$ cat src/sv/indexed_linked_list_engine_top_defines.svh
// Assertion macros used by the datapath of the indexed linked list engine.
`ifndef INDEXED_LINKED_LIST_ENGINE_TOP_DEFINES_SVH
`define INDEXED_LINKED_LIST_ENGINE_TOP_DEFINES_SVH
`ifndef ASSERT_OFF
`define ILLE_ASSERT_IMP(name, clk, rst, pre, post) \
  name: assert property (@(posedge clk) disable iff (rst) (pre) |-> (post)) \
    else $error("ille assertion failed");
`define ILLE_ASSERT_NXT(name, clk, rst, pre, post) \
  name: assert property (@(posedge clk) disable iff (rst) (pre) |=> (post)) \
    else $error("ille assertion failed");
`else
`define ILLE_ASSERT_IMP(name, clk, rst, pre, post)
`define ILLE_ASSERT_NXT(name, clk, rst, pre, post)
`endif
`endif

$ cat src/sv/ille_pkg.sv
// Types, codes and control word layout of the indexed linked list engine.
package ille_pkg;

  localparam int UPC_BITS  = 5;
  localparam int POS_BITS  = 9;
  localparam int DATA_BITS = 32;
  localparam int LEN_BITS  = 9;

  localparam logic [1:0] CMD_READ   = 2'd0;
  localparam logic [1:0] CMD_INSERT = 2'd1;
  localparam logic [1:0] CMD_DELETE = 2'd2;

  localparam logic [1:0] ST_DONE  = 2'd0;
  localparam logic [1:0] ST_RANGE = 2'd1;
  localparam logic [1:0] ST_FULL  = 2'd2;

  typedef logic [UPC_BITS-1:0] upc_t;

  typedef enum logic [4:0] {
    OP_NONE,
    OP_ACCEPT,
    OP_SET_RANGE,
    OP_SET_FULL,
    OP_WALK_POS,
    OP_WALK_PRED,
    OP_HOP,
    OP_RD_VALUE,
    OP_TAKE_VALUE,
    OP_POP_ADDR,
    OP_POP,
    OP_WR_VALUE,
    OP_LINK_NS_Q,
    OP_LINK_CUR_NS,
    OP_LINK_NS_FIRST,
    OP_RD_VICTIM,
    OP_UNLINK,
    OP_DEL_HEAD,
    OP_PUSH,
    OP_EMIT
  } op_t;

  typedef enum logic [3:0] {
    COND_NEVER,
    COND_ALWAYS,
    COND_NO_INPUT,
    COND_OUT_BUSY,
    COND_CMD_READ,
    COND_CMD_INSERT,
    COND_CMD_DELETE,
    COND_NOT_RANGE,
    COND_NOT_INS_RANGE,
    COND_FULL,
    COND_LP_ZERO,
    COND_LP_ONE,
    COND_K_NOT_ONE
  } cond_t;

  typedef struct packed {
    op_t   op;
    cond_t cond;
    upc_t  jump;
  } ctrl_t;

  typedef struct packed {
    logic is_read;
    logic is_insert;
    logic is_delete;
    logic in_range;
    logic ins_range;
    logic full;
    logic lp_zero;
    logic lp_one;
    logic k_one;
  } flags_t;

  typedef struct packed {
    logic [DATA_BITS-1:0] read_value;
    logic [1:0]           status;
    logic [LEN_BITS-1:0]  list_length;
  } result_t;

endpackage

$ cat src/sv/ille_sequencer.sv
// Microprogram store, step counter and jump logic of the list engine.
module ille_sequencer
  import ille_pkg::*;
(
  input  logic   clk,
  input  logic   rst,
  input  logic   in_valid,
  input  logic   out_busy,
  input  flags_t flags,
  output ctrl_t  ctrl
);

  localparam upc_t A_IDLE     = upc_t'(0);
  localparam upc_t A_BAD      = upc_t'(4);
  localparam upc_t A_RD       = upc_t'(5);
  localparam upc_t A_RD_LOOP  = upc_t'(7);
  localparam upc_t A_RD_VAL   = upc_t'(8);
  localparam upc_t A_INS      = upc_t'(10);
  localparam upc_t A_INS_LOOP = upc_t'(16);
  localparam upc_t A_INS_LINK = upc_t'(17);
  localparam upc_t A_INS_HEAD = upc_t'(19);
  localparam upc_t A_FULL     = upc_t'(20);
  localparam upc_t A_DEL      = upc_t'(21);
  localparam upc_t A_DEL_LOOP = upc_t'(24);
  localparam upc_t A_DEL_VIC  = upc_t'(25);
  localparam upc_t A_DEL_HEAD = upc_t'(27);
  localparam upc_t A_DEL_PUSH = upc_t'(29);
  localparam upc_t A_EMIT     = upc_t'(31);

  upc_t upc;
  upc_t upc_next;
  logic taken;

  function automatic ctrl_t word(op_t o, cond_t c, upc_t j);
    ctrl_t w;
    w.op   = o;
    w.cond = c;
    w.jump = j;
    return w;
  endfunction

  // The emit word sits at the top address, so its fall-through wraps to idle.
  always_comb begin
    case (upc)
      5'd0:    ctrl = word(OP_ACCEPT,        COND_NO_INPUT,      A_IDLE);
      5'd1:    ctrl = word(OP_NONE,          COND_CMD_READ,      A_RD);
      5'd2:    ctrl = word(OP_NONE,          COND_CMD_INSERT,    A_INS);
      5'd3:    ctrl = word(OP_NONE,          COND_CMD_DELETE,    A_DEL);
      5'd4:    ctrl = word(OP_SET_RANGE,     COND_ALWAYS,        A_EMIT);
      5'd5:    ctrl = word(OP_NONE,          COND_NOT_RANGE,     A_BAD);
      5'd6:    ctrl = word(OP_WALK_POS,      COND_LP_ZERO,       A_RD_VAL);
      5'd7:    ctrl = word(OP_HOP,           COND_K_NOT_ONE,     A_RD_LOOP);
      5'd8:    ctrl = word(OP_RD_VALUE,      COND_NEVER,         A_IDLE);
      5'd9:    ctrl = word(OP_TAKE_VALUE,    COND_ALWAYS,        A_EMIT);
      5'd10:   ctrl = word(OP_NONE,          COND_NOT_INS_RANGE, A_BAD);
      5'd11:   ctrl = word(OP_NONE,          COND_FULL,          A_FULL);
      5'd12:   ctrl = word(OP_POP_ADDR,      COND_NEVER,         A_IDLE);
      5'd13:   ctrl = word(OP_POP,           COND_NEVER,         A_IDLE);
      5'd14:   ctrl = word(OP_WR_VALUE,      COND_LP_ZERO,       A_INS_HEAD);
      5'd15:   ctrl = word(OP_WALK_PRED,     COND_LP_ONE,        A_INS_LINK);
      5'd16:   ctrl = word(OP_HOP,           COND_K_NOT_ONE,     A_INS_LOOP);
      5'd17:   ctrl = word(OP_LINK_NS_Q,     COND_NEVER,         A_IDLE);
      5'd18:   ctrl = word(OP_LINK_CUR_NS,   COND_ALWAYS,        A_EMIT);
      5'd19:   ctrl = word(OP_LINK_NS_FIRST, COND_ALWAYS,        A_EMIT);
      5'd20:   ctrl = word(OP_SET_FULL,      COND_ALWAYS,        A_EMIT);
      5'd21:   ctrl = word(OP_NONE,          COND_NOT_RANGE,     A_BAD);
      5'd22:   ctrl = word(OP_NONE,          COND_LP_ZERO,       A_DEL_HEAD);
      5'd23:   ctrl = word(OP_WALK_PRED,     COND_LP_ONE,        A_DEL_VIC);
      5'd24:   ctrl = word(OP_HOP,           COND_K_NOT_ONE,     A_DEL_LOOP);
      5'd25:   ctrl = word(OP_RD_VICTIM,     COND_NEVER,         A_IDLE);
      5'd26:   ctrl = word(OP_UNLINK,        COND_ALWAYS,        A_DEL_PUSH);
      5'd27:   ctrl = word(OP_WALK_POS,      COND_NEVER,         A_IDLE);
      5'd28:   ctrl = word(OP_DEL_HEAD,      COND_NEVER,         A_IDLE);
      5'd29:   ctrl = word(OP_PUSH,          COND_ALWAYS,        A_EMIT);
      5'd31:   ctrl = word(OP_EMIT,          COND_OUT_BUSY,      A_EMIT);
      default: ctrl = word(OP_NONE,          COND_ALWAYS,        A_IDLE);
    endcase
  end

  always_comb begin
    case (ctrl.cond)
      COND_NEVER:         taken = 1'b0;
      COND_ALWAYS:        taken = 1'b1;
      COND_NO_INPUT:      taken = !in_valid;
      COND_OUT_BUSY:      taken = out_busy;
      COND_CMD_READ:      taken = flags.is_read;
      COND_CMD_INSERT:    taken = flags.is_insert;
      COND_CMD_DELETE:    taken = flags.is_delete;
      COND_NOT_RANGE:     taken = !flags.in_range;
      COND_NOT_INS_RANGE: taken = !flags.ins_range;
      COND_FULL:          taken = flags.full;
      COND_LP_ZERO:       taken = flags.lp_zero;
      COND_LP_ONE:        taken = flags.lp_one;
      COND_K_NOT_ONE:     taken = !flags.k_one;
      default:            taken = 1'b0;
    endcase
    upc_next = taken ? ctrl.jump : upc_t'(upc + 1'b1);
  end

  always_ff @(posedge clk) begin
    if (rst) begin
      upc <= A_IDLE;
    end else begin
      upc <= upc_next;
    end
  end

endmodule

$ cat config.mk
export PLATFORM = sky130hd
export DESIGN_NAME = ille_sequencer
export DESIGN_NICKNAME = d
export VERILOG_FILES = /design/src/sv/indexed_linked_list_engine_top_defines.svh /design/src/sv/ille_pkg.sv /design/src/sv/ille_sequencer.sv
export SDC_FILE = /design/constraint.sdc
export NUM_CORES = 1
export LEC_CHECK = 0
export BUFFER_PORTS_ARGS = -buffer_cell sky130_fd_sc_hd__buf_2
export CAP_MARGIN = 10
export CORE_MARGIN = 2
export CORE_UTILIZATION = 60
export CTS_BUF_LIST = sky130_fd_sc_hd__clkbuf_4 sky130_fd_sc_hd__clkbuf_8 sky130_fd_sc_hd__clkbuf_16
export DETAILED_ROUTE_END_ITERATION = 12
export MAX_ROUTING_LAYER = met4
export PLACE_DENSITY = 0.84
export SYNTH_ARGS = -nofsm -noshare
export SYNTH_HDL_FRONTEND = slang
export SYNTH_SLANG_ARGS = --single-unit
$ cat constraint.sdc
create_clock -name clk -period 5.95 [get_ports clk]
set_input_delay 1.19 -clock clk [delete_from_list [all_inputs] [get_ports clk]]
set_output_delay 1.19 -clock clk [all_outputs]
set_load 0.03 [all_outputs]
==> out/results.txt <==
The run finished with clean final reports. CTS saw 19 sinks. The most crowded layer after global routing is met2. The final critical delay including setup and external delays is 4.251 ns.

The placer congestion estimate came out at 0.9155. The worst pin sits at a relative slew slack of 31.07%. The average instance in the mapped netlist occupies 8.181 µm². Excluding fillers, the count of instances in the completed layout stands at 239.

The critical path data arrival time is 4.46 ns, and the number of max-slew violations in the final report is 0. For the met2 capacity usage during global routing, the log shows 44.05%. The run gives 193 as the cell count after synthesis. The worst-case IR drop observed on VDD is 0.0004449 V. The share of total power dissipated in the clock network is 6.2%.

Summed over all nets, the switching power comes to 650.8 µW. The total vias in the final route came out at 1617. Across every metal layer, demand over resource in global routing totals 27.92%. The fraction of registers with async set or reset after synthesis works out to 0%. The worst setup path is launched from a primary input. Along the worst path, the maximum fanout reaches 13. The Yosys step of the flow raised 0 warnings. The fraction of met3 tracks used by global routing is 4.215%, and the number of clock buffers inserted by TritonCTS is 3. The tools report the fraction of power consumed by combinational cells as 74.3%.

The tools report the number of violations reported at the end of detailed-routing iteration 0 as 111. The number of maximum-capacitance constraint violations came out at 0. Share of the cycle needed by the critical path after routing: 71.45%. The setup slack of the critical path after layout was 1.699 ns.

No sink is reached through more buffers than the 2 on the longest clock path. The routed wirelength normalized by instance count was 17.27 µm. The min-delay analysis places its worst path in the category reg -> reg. The post-synthesis net count came out at 214. The first TritonRoute pass finished after 4 iterations. The reported leakage power is 0.0007395 µW, and the count of flip-flops with a built-in enable after synthesis is 0. The tools report the count of H-tree levels built during CTS as 1.

The number of buffers added to fix hold violations after cts was 0; the post-detailed-route DRC marker count was 0. The most used flip-flop cell after synthesis is sky130_fd_sc_hd__dfxtp_1. Post-CTS timing repair inserted 0 buffers for setup. The HPWL after detailed placement is 2.930 mm. The number of placed instances, taps included, is 235.

Entering global routing, the biggest net connects 26 pins. After routing, the total negative slack on setup checks comes to 0 ns. Of all cell types, the one taking the most synthesized area is sky130_fd_sc_hd__dfxtp_1.

The critical path is of the in -> reg type. The total overflow left after global routing is 0. The final layout contains 231 nets. Walking the worst path, the cells encountered are buf_2 > nor3b_2 > a21oi_1 > o311a_1 > and2_1 > o21ai_1 > inv_1 > ha_1 > o32ai_1 > or3_1.

Clock insertion delay at the later pin of the skew report: 0.31 ns. The tools report the maximum clock frequency as 0.2352 GHz. Ranked by total cell area, the synthesized netlist is headed by sky130_fd_sc_hd__dfxtp_1, sky130_fd_sc_hd__ha_1, sky130_fd_sc_hd__a21oi_1. The die is 55.30 µm wide. The count of inserted antenna diode cells is 0. The portion of synthesized cell area occupied by the leading cell type is 24.09%.

The commonest cells after synthesis are sky130_fd_sc_hd__dfxtp_1, sky130_fd_sc_hd__a21oi_1, sky130_fd_sc_hd__nand2_1, sky130_fd_sc_hd__nor2_1, sky130_fd_sc_hd__o21ai_0. The layout has 216 filler cells. The logs give 63.74% for the starting utilization of the core area and 1579 µm² for the area of the mapped netlist. The internal power was 544.1 µW.

The count of final hold-check violations is 0. The final layout contains routed wiring with a total length of 4.127 mm. The CTS clock-pin slew for the worst setup and hold paths is 0.11 ns, and the sequential area share after synthesis is 24.09%. Post-synthesis register bit count: 19. The total I/O pin count was 27; the actual transition at the worst max-transition pin was 1.027 ns. Using the TritonRoute via totals, the vias-per-cell ratio works out to 6.766.

The logs give 0 for the number of antenna violations at the first check in global routing and 3058 µm² for the total die area. The kind of end point of the critical path is a flop. The most common cell in the synthesized netlist is sky130_fd_sc_hd__dfxtp_1. TritonCTS built the clock tree. After floorplanning, the core was divided into 18 placement rows.

The layout cell share with drive strength beyond 1 was 20.57%; the relative contribution of sequential cells to total power was 19.6%. Setup repair after global routing left no endpoint under its margin. The number of cells upsized or downsized after cts is 0, and the area growth from synthesis to layout is 7.131%. Before CTS, the worst setup slack after placement is 1.451 ns.

The number of global-route vias before repair is 1542, and the number of buffers added on ports is 26. The largest single stage delay on the critical path is 0.91 ns. The tools report the clock root buffer as sky130_fd_sc_hd__clkbuf_4. The number of setup violations in the final report was 0; the post-route clock skew was 0.006027 ns. In this run the power density over the cells is 706.3 nW/µm².

Library cell contributing the largest single delay on the critical path: sky130_fd_sc_hd__o21ai_1. Net switching is 54.47% of the power. Global routing consumed, on the met1 layer, 33.67% of the routing resources. Yosys mapped the design onto 53 distinct sky130hd cell types.

Count of antenna-violating nets left after detailed routing: 0. The first global-routing pass estimated 6.803 mm of wire. The logs give 2477 µm² for the core box area and 6.16 ns for the required time at the worst-slack endpoint. The die height works out to 55.30 µm.
## sequential cells by signal (all words and copies together), names as in the netlist
| register | cells |
|---|---|
| ctrl | 14 |
| upc | 5 |
## area by class of cell
class	instances	area, µm²	share of cell area, %
sequential	19	380.4	22.49
clock buffer	4	30.03	1.775
tap	30	37.54	2.219
timing repair buffer	26	130.1	7.692
multi-input combinational	150	1071	63.31
inverter	10	42.54	2.515
## cell usage in the layout, fill, tap and decap left out, types with 3 or more instances in the layout
master / instances
sky130_fd_sc_hd__mux2i_4: 3
sky130_fd_sc_hd__mux2_2: 3
sky130_fd_sc_hd__nor2b_1: 6
sky130_fd_sc_hd__xor2_1: 3
sky130_fd_sc_hd__a221oi_1: 4
sky130_fd_sc_hd__nor3_1: 4
sky130_fd_sc_hd__o21ai_0: 11
sky130_fd_sc_hd__inv_1: 7
sky130_fd_sc_hd__buf_2: 26
sky130_fd_sc_hd__o211ai_1: 3
sky130_fd_sc_hd__ha_1: 8
sky130_fd_sc_hd__nand3_1: 9
sky130_fd_sc_hd__a21oi_1: 16
sky130_fd_sc_hd__xnor2_1: 3
sky130_fd_sc_hd__nand2_1: 12
sky130_fd_sc_hd__o2111ai_1: 3
sky130_fd_sc_hd__a22oi_1: 3
sky130_fd_sc_hd__dfxtp_1: 19
sky130_fd_sc_hd__nor2_1: 12
sky130_fd_sc_hd__nand2b_1: 7
sky130_fd_sc_hd__mux2i_1: 6
sky130_fd_sc_hd__clkbuf_4: 4
## critical path, delay by kind of cell
family                     cells  cell delay (ns)
adders and majority gates      1             0.54
AOI/OAI and AO/OA              4             1.48
buffers and inverters          2             0.33
and+or+nand+nor                3             0.92
## per-layer routing
layer  vias up  routed length, µm
met5         -                  0
met1       758               1652
met3        11                393
met4         0                 99
li1        745                  -
met2       103               1982
## metrics by stage
step | cell area, µm² | util [%] | hold slack, ns | total power [µW]
3_5_place_dp | 1662 | 67.07 | 0.5402 | 1101
6_report | 1692 | 68.28 | 0.5614 | 1195
3_3_place_gp | 1662 | 67.07 | 0.5385 | 1073
4_1_cts | 1692 | 68.28 | 0.5561 | 1176
5_1_grt | 1692 | 68.28 | 0.6187 | 1276
2_1_floorplan | 1579 | - | 0.6358 | 958.9
## final timing paths
path / from / endpoint / slack [ns] / cells past startpoint
hold / removal: ctrl[1]$_DFF_P_ / upc[1]$_SDFF_PP0_ / 0.56 / 2
hold reg to reg: ctrl[1]$_DFF_P_ / upc[1]$_SDFF_PP0_ / 0.56 / 2
setup reg to reg: ctrl[6]$_DFF_P_ / ctrl[0]$_DFF_P_ / 2.11 / 9
setup / recovery: in_valid / ctrl[0]$_DFF_P_ / 1.70 / 10
## cells by family (layout without fill, tap and decap cells)
logic type	Yosys count	count (layout)	share of synthesized area (%)
AO/OA/AOI/OAI	61	61	26.70
XOR/XNOR	6	6	3.329
adder cells (fa/ha/maj)	8	8	6.339
buffers and inverters	24	40	8.082
flip-flops	19	19	24.09
multiplexers	12	12	10.22
AND/OR/NAND/NOR	63	63	21.24
## power groups by stage
stage | logic (µW) | clock network (µW) | registers (µW)
2_1_floorplan | 669 | 0 | 290
3_3_place_gp | 842 | 0 | 231
3_5_place_dp | 865 | 0 | 236
4_1_cts | 868 | 74.1 | 233
5_1_grt | 955 | 81.2 | 239
6_report | 888 | 73.6 | 234
(Power assumes the default switching activity.)
